<file path="config.mk">
export PLATFORM = sky130hd
export DESIGN_NAME = sorted_priority_queue
export DESIGN_NICKNAME = d
export VERILOG_FILES = /design/src/rtl/spq_pkg.sv /design/src/rtl/spq_ctrl.sv /design/src/rtl/spq_datapath.sv /design/src/rtl/sorted_priority_queue.sv
export SDC_FILE = /design/constraint.sdc
export NUM_CORES = 2
export LEC_CHECK = 0
export BUFFER_PORTS_ARGS = -buffer_cell sky130_fd_sc_hd__buf_2
export CAP_MARGIN = 15
export CORE_UTILIZATION = 45
export CTS_CLUSTER_SIZE = 16
export DETAILED_ROUTE_END_ITERATION = 6
export PLACE_DENSITY_LB_ADDON = 0.12
export SYNTH_ARGS = -nofsm -noshare
export SYNTH_HDL_FRONTEND = slang
export SYNTH_SLANG_ARGS = --single-unit
</file>
<file path="constraint.sdc">
create_clock -name clock -period 31 [get_ports clock]
set_clock_uncertainty 0.15 [all_clocks]
set_input_delay 6.2 -clock clock [delete_from_list [all_inputs] [get_ports clock]]
set_output_delay 6.2 -clock clock [all_outputs]
set_load 0.03 [all_outputs]
</file>
<file path="src/rtl/spq_pkg.sv">
// Shared constants and types for the sorted priority queue.
`default_nettype none

package spq_pkg;

   localparam int DEPTH = 16;
   localparam int CNT_W = $clog2(DEPTH + 1);
   localparam int VAL_W = 32;
   localparam int PRI_W = 16;
   localparam int STS_W = 2;
   localparam int OCC_W = 5;

   localparam logic CMD_INSERT = 1'b0;
   localparam logic CMD_REMOVE = 1'b1;

   localparam logic [STS_W-1:0] STATUS_OK        = 2'd0;
   localparam logic [STS_W-1:0] STATUS_UNDERFLOW = 2'd1;
   localparam logic [STS_W-1:0] STATUS_FULL      = 2'd2;

   typedef struct packed {
      logic load;   // capture the incoming request beat
      logic exec;   // run the operation and load the result register
   } spq_cmd_type;

endpackage

`default_nettype wire

</file>
<file path="src/rtl/spq_ctrl.sv">
// Controller state machine: request capture, execution and result handshake.
`default_nettype none

module spq_ctrl
   import spq_pkg::*;
(
   input  wire         clock,
   input  wire         reset,
   input  wire         req_tvalid,
   output logic        req_tready,
   output logic        rsp_tvalid,
   input  wire         rsp_tready,
   output spq_cmd_type cmd
);

   localparam logic ST_IDLE = 1'b0;
   localparam logic ST_EXEC = 1'b1;

   logic state_ff, state_in;
   logic rsp_valid_ff, rsp_valid_in;
   logic out_free;

   assign out_free   = !rsp_valid_ff || rsp_tready;
   assign req_tready = (state_ff == ST_IDLE);
   assign rsp_tvalid = rsp_valid_ff;

   always_comb begin
      cmd.load     = req_tvalid && (state_ff == ST_IDLE);
      cmd.exec     = (state_ff == ST_EXEC) && out_free;
      state_in     = state_ff;
      rsp_valid_in = rsp_valid_ff;
      if (rsp_tready) begin
         rsp_valid_in = 1'b0;
      end
      unique case (state_ff)
         ST_IDLE: begin
            if (req_tvalid) begin
               state_in = ST_EXEC;
            end
         end
         ST_EXEC: begin
            // wait here until the result register can take the new beat
            if (out_free) begin
               state_in     = ST_IDLE;
               rsp_valid_in = 1'b1;
            end
         end
         default: state_in = ST_IDLE;
      endcase
   end

   always_ff @(posedge clock) begin
      if (reset) begin
         state_ff     <= ST_IDLE;
         rsp_valid_ff <= 1'b0;
      end else begin
         state_ff     <= state_in;
         rsp_valid_ff <= rsp_valid_in;
      end
   end

`ifndef NO_ASSERTIONS
   a_accept_to_exec: assert property (@(posedge clock) disable iff (reset)
      (req_tvalid && req_tready) |=> (state_ff == ST_EXEC))
      else $error("accepted request did not move to execution");

   a_exec_gives_beat: assert property (@(posedge clock) disable iff (reset)
      cmd.exec |=> (rsp_valid_ff && state_ff == ST_IDLE))
      else $error("execution did not present a result beat");

   a_no_exec_when_blocked: assert property (@(posedge clock) disable iff (reset)
      (rsp_valid_ff && !rsp_tready) |-> !cmd.exec)
      else $error("result overwritten while still waiting");
`endif

endmodule

`default_nettype wire

</file>
<file path="src/rtl/spq_datapath.sv">
// Datapath: sorted entry cells with parallel compare-and-shift, and result register.
`default_nettype none

module spq_datapath
   import spq_pkg::*;
(
   input  wire                     clock,
   input  wire                     reset,
   input  spq_cmd_type             cmd,
   input  wire                     req_cmd,
   input  wire  [VAL_W-1:0]        req_value,
   input  wire  [PRI_W-1:0]        req_priority,
   output logic [STS_W-1:0]        rsp_status,
   output logic [VAL_W-1:0]        rsp_value,
   output logic [OCC_W-1:0]        rsp_occupancy
);

   logic                    op_ff;
   logic [VAL_W-1:0]        new_val_ff;
   logic signed [PRI_W-1:0] new_pri_ff;

   logic [VAL_W-1:0]        val_ff [DEPTH];
   logic signed [PRI_W-1:0] pri_ff [DEPTH];
   logic [VAL_W-1:0]        val_in [DEPTH];
   logic signed [PRI_W-1:0] pri_in [DEPTH];
   logic [CNT_W-1:0]        count_ff, count_in;
   logic [DEPTH-1:0]        le;

   logic [STS_W-1:0]        status_ff, status_in;
   logic [VAL_W-1:0]        head_ff, head_in;
   logic [OCC_W-1:0]        occ_ff;

   logic is_full, is_empty, do_insert, do_remove;

   assign is_full   = (count_ff == CNT_W'(DEPTH));
   assign is_empty  = (count_ff == '0);
   assign do_insert = (op_ff == CMD_INSERT) && !is_full;
   assign do_remove = (op_ff == CMD_REMOVE) && !is_empty;

   // each cell flags whether it is held and sorts at or before the new entry;
   // the flags form a prefix since the list is kept sorted
   always_comb begin
      for (int i = 0; i < DEPTH; i++) begin
         le[i] = (CNT_W'(i) < count_ff) && (pri_ff[i] <= new_pri_ff);
      end
   end

   always_comb begin
      for (int i = 0; i < DEPTH; i++) begin
         val_in[i] = val_ff[i];
         pri_in[i] = pri_ff[i];
         if (do_insert) begin
            if (!le[i]) begin
               if (i == 0 || le[(i == 0) ? 0 : i - 1]) begin
                  val_in[i] = new_val_ff;
                  pri_in[i] = new_pri_ff;
               end else begin
                  val_in[i] = val_ff[(i == 0) ? 0 : i - 1];
                  pri_in[i] = pri_ff[(i == 0) ? 0 : i - 1];
               end
            end
         end else if (do_remove) begin
            if (i < DEPTH - 1) begin
               val_in[i] = val_ff[(i < DEPTH - 1) ? i + 1 : i];
               pri_in[i] = pri_ff[(i < DEPTH - 1) ? i + 1 : i];
            end
         end
      end
   end

   always_comb begin
      count_in  = count_ff;
      status_in = STATUS_OK;
      head_in   = '0;
      if (op_ff == CMD_INSERT) begin
         if (is_full) begin
            status_in = STATUS_FULL;
         end else begin
            count_in = count_ff + CNT_W'(1);
         end
      end else begin
         if (is_empty) begin
            status_in = STATUS_UNDERFLOW;
         end else begin
            head_in  = val_ff[0];
            count_in = count_ff - CNT_W'(1);
         end
      end
   end

   always_ff @(posedge clock) begin
      if (cmd.load) begin
         op_ff      <= req_cmd;
         new_val_ff <= req_value;
         new_pri_ff <= req_priority;
      end
      if (cmd.exec) begin
         for (int i = 0; i < DEPTH; i++) begin
            val_ff[i] <= val_in[i];
            pri_ff[i] <= pri_in[i];
         end
         status_ff <= status_in;
         head_ff   <= head_in;
         occ_ff    <= OCC_W'(count_in);
      end
   end

   always_ff @(posedge clock) begin
      if (reset) begin
         count_ff <= '0;
      end else if (cmd.exec) begin
         count_ff <= count_in;
      end
   end

   assign rsp_status    = status_ff;
   assign rsp_value     = head_ff;
   assign rsp_occupancy = occ_ff;

`ifndef NO_ASSERTIONS
   a_count_bound: assert property (@(posedge clock) disable iff (reset)
      count_ff <= CNT_W'(DEPTH))
      else $error("entry count beyond depth");

   a_insert_grows: assert property (@(posedge clock) disable iff (reset)
      (cmd.exec && op_ff == CMD_INSERT && !is_full)
         |=> (count_ff == $past(count_ff) + CNT_W'(1)))
      else $error("insert did not add an entry");

   a_remove_shrinks: assert property (@(posedge clock) disable iff (reset)
      (cmd.exec && op_ff == CMD_REMOVE && !is_empty)
         |=> (count_ff == $past(count_ff) - CNT_W'(1) && status_ff == STATUS_OK))
      else $error("remove did not take an entry");
`endif

endmodule

`default_nettype wire

</file>
<file path="src/rtl/sorted_priority_queue.sv">
// Top level of the sorted priority queue: controller and datapath.
//
// channel  dir  tdata                                     tuser
// req_     in   [31:0] item_value, [47:32] item_priority   [0] cmd
// rsp_     out  [31:0] head_value, [36:32] occupancy        [1:0] status
//
// Each operation first captures the request beat; then every entry cell
// compares and shifts in parallel. Reset empties the queue at once; stored
// entries themselves are not cleared. While a result beat waits for
// rsp_tready the next request is still captured, but it only executes once
// the result register is free.
`default_nettype none

module sorted_priority_queue
   import spq_pkg::*;
(
   input  wire         clock,
   input  wire         reset,
   input  wire         req_tvalid,
   output logic        req_tready,
   input  wire  [47:0] req_tdata,   // item_value [31:0], item_priority [47:32]
   input  wire  [0:0]  req_tuser,   // cmd [0]
   output logic        rsp_tvalid,
   input  wire         rsp_tready,
   output logic [39:0] rsp_tdata,   // head_value [31:0], occupancy [36:32], zero [39:37]
   output logic [1:0]  rsp_tuser    // status [1:0]
);

   spq_cmd_type      cmd;
   logic [VAL_W-1:0] head_value;
   logic [OCC_W-1:0] occupancy;

   spq_ctrl u_ctrl (
      .clock      (clock),
      .reset      (reset),
      .req_tvalid (req_tvalid),
      .req_tready (req_tready),
      .rsp_tvalid (rsp_tvalid),
      .rsp_tready (rsp_tready),
      .cmd        (cmd)
   );

   spq_datapath u_datapath (
      .clock         (clock),
      .reset         (reset),
      .cmd           (cmd),
      .req_cmd       (req_tuser[0]),
      .req_value     (req_tdata[31:0]),
      .req_priority  (req_tdata[47:32]),
      .rsp_status    (rsp_tuser),
      .rsp_value     (head_value),
      .rsp_occupancy (occupancy)
   );

   assign rsp_tdata = {3'b000, occupancy, head_value};

endmodule

`default_nettype wire

</file>
==> flow_summary.ini <==
[grt]
grt-ovfl-total = 0
track_usage_pct = 28.4
grt_pass1_wl_um = 243000
antenna_found_initial = 2
grt_max_degree = 174
grt_pass1_vias = 37600

[floorplanning]
die_h_um = 337
core_area_sq_um = 111000
chipWidth_um = 337
io_pins = 97
rows = 122
die-area_sq_um = 114000
start_util_pct = 45.6

[logic_synthesis]
synth_edf_count = 856
netlist_area_sq_um = 50600
netlist.area_leader.share_pct = 50.7
synth.distinct_cells = 64
synth_warnings = 0
synthArstFlopShare_pct = 0
synthCells = 4725
ys.flop_type = edfxtp_1
yosysTopAreaCell = edfxtp_1
ys_seq_area_share_pct = 51.0
ys_seq_elements = 863
synth_area_leaders = edfxtp_1 (51%), mux2i_1 (13%), ha_1 (6.4%), a21oi_1 (3.6%), nor2_1 (3.5%)
syn_area_per_cell_sq_um = 10.7

[setup_path]
required_ps = 31180
r2r_slack_ps = 24460
critPathLaunch = rsp_tready
crit_path_end = u_datapath.val_ff[0][213]
r2r-start = u_datapath.count_ff[0]
regToRegEndpoint = u_datapath.val_ff[1][23]
path_class = in2reg
crit_path_end_kind = register
arrival_ps = 9300
r2r_cells = 12
start_kind = primary input
cp_max_fo = 46

[cts]
cts_tree = built
post_cts_buffers = 0
post_cts_resized = 0
htreeDepth = 3
clk_latency_ps = 710
cts-hold-fix-buffers = 0
cts_buffers = 101
cts_num_sinks = 863
clk_pin_slew_ps = 60
clk_path_buf_depth = 3
clockRootBuffer = clkbuf_16

[cells_and_area]
area_growth_pct = 9.88
num_antenna_cells = 0
fillers = 10200
design_area_sq_um = 55700
final_common_cell = edfxtp_1
layout_common_cells = edfxtp_1 (856), mux2i_1 (671), nor2_1 (470)
drive_above_1_share_pct = 8.13
nets = 4948

[timing]
drv_slew = 0
tightestPinTransition_ps = 1170
setup_viol = 0
layout_setup_ws_ps = 21890
slew_headroom_pct = 21.3
finalHoldViolCount = 0
max_freq_ghz = 0.110
fin_crit_ps = 9110
post-route-period-util_pct = 29.4
tns_ps = 0
rsz0062_at_grt = no

[min_path]
hp-class = reg2reg

[detailed_routing]
detail_route.wl_per_cell_um = 26.4
via_count = 38700
avgViaCountPerCell = 6.24
dr.pass1.iters = 5
drtIter0Drc = 4130
drc = 0
routed_wl_um = 163000
ant_nets = 0

[status]
status = finished clean

[power]
pwr_density_cell_nw_per_um2 = 55.2
ir_worst_vdd_mv = 0.0489
p_leak_nw = 21.2
power_mw = 3.07

[placed_design]
port_buffers = 93
place_ws_ps = 21150
placed_cell_area_sq_um = 52500
gp_congestion = 0.910
hpwl_um = 104000

[job]
maxCapViolCount = 0
==> power breakdown <==
part,switching [mW],internal (mW),total (mW)
combinational,0.297,0.149,0.446
sequential,0.0676,1.38,1.45
clock,0.516,0.660,1.18
total,0.880,2.19,3.07
==> routing by layer <==
metal | vias up | routed length, um | track usage [%]
met5 | - | 0 | 0
met4 | 0 | 6110 | 10.3
met3 | 297 | 9560 | 3.57
met2 | 1427 | 75200 | 45.8
met1 | 19300 | 72500 | 39.2
li1 | 17700 | - | -
==> cells by family after synthesis <==
family	Yosys count	share of synthesized area [%]
muxes	672	13.3
adders and majority gates	259	6.40
AOI/OAI and AO/OA	1025	12.9
DFF	863	51.0
and+or+nand+nor	1385	12.1
other	1	0.00740
xor gates and xnor gates	2	0.0346
buffers and inverters	518	4.21
==> how the worst min path moves through the flow <==
| stage | startpoint | depth (start not counted) | endpoint |
|---|---|---|---|
| global route | u_ctrl.rsp_tvalid | 2 | u_ctrl.rsp_tvalid |
| CTS | u_ctrl.rsp_tvalid | 2 | u_ctrl.rsp_tvalid |
| detailed placement | u_ctrl.rsp_tvalid | 2 | u_ctrl.rsp_tvalid |
| global placement | u_ctrl.rsp_tvalid | 2 | u_ctrl.rsp_tvalid |
| floorplan | u_ctrl.state_ff | 2 | u_ctrl.state_ff |
| finish | u_ctrl.rsp_tvalid | 2 | u_ctrl.rsp_tvalid |
==> layout make-up <==
class / instances / area, sq um / share of cell area, %
flip-flops and latches: 863 / 25800 / 46.4
multi-input cells: 3346 / 23000 / 41.4
clock buffers: 125 / 2660 / 4.78
well taps: 1488 / 1860 / 3.35
repair buffers: 196 / 1260 / 2.27
clock inverters: 54 / 518 / 0.931
inverters: 128 / 480 / 0.863
==> metrics by stage <==
stage / utilization [%] / std cells / hold slack (ps)
after floorplan: - / 4727 / 344
after global placement: 47.2 / 6021 / 351
after detailed placement: 47.2 / 6021 / 352
after CTS: 50.1 / 6200 / 362
after global routing: 50.1 / 6200 / 403
final: 50.1 / 6200 / 359
==> state kept, by name (all words and copies together), names as in the netlist <==
signal,flops
u_datapath.op_ff,1
u_datapath.pri_ff,256
u_datapath.count_ff,5
u_datapath.val_ff,512
u_datapath.rsp_occupancy,5
u_datapath.rsp_value,32
u_ctrl.state_ff,1
u_datapath.rsp_status,2
u_ctrl.rsp_tvalid,1
u_datapath.new_val_ff,32
u_datapath.new_pri_ff,16
==> worst max-delay path, stage by stage <==
cell and delay [ps]:
buf_2 70, nand2b_1 110, nand2_1 280, inv_2 100, buf_4 540, o21ai_2 370
buf_4 340, nor2_4 660, buf_4 570
==> synthesized netlist by cell type, types with 63 or more instances <==
master    number
edfxtp_1     856
mux2i_1      672
nor2_1       475
nand2_1      424
a21oi_1      365
clkbuf_1     286
ha_1         259
nor3_1       204
inv_1        126
a211oi_1     110
a31oi_1      101
o22ai_1       97
o21ai_0       76
nand3_1       63
Note: power is estimated with default switching activity, not from simulation.
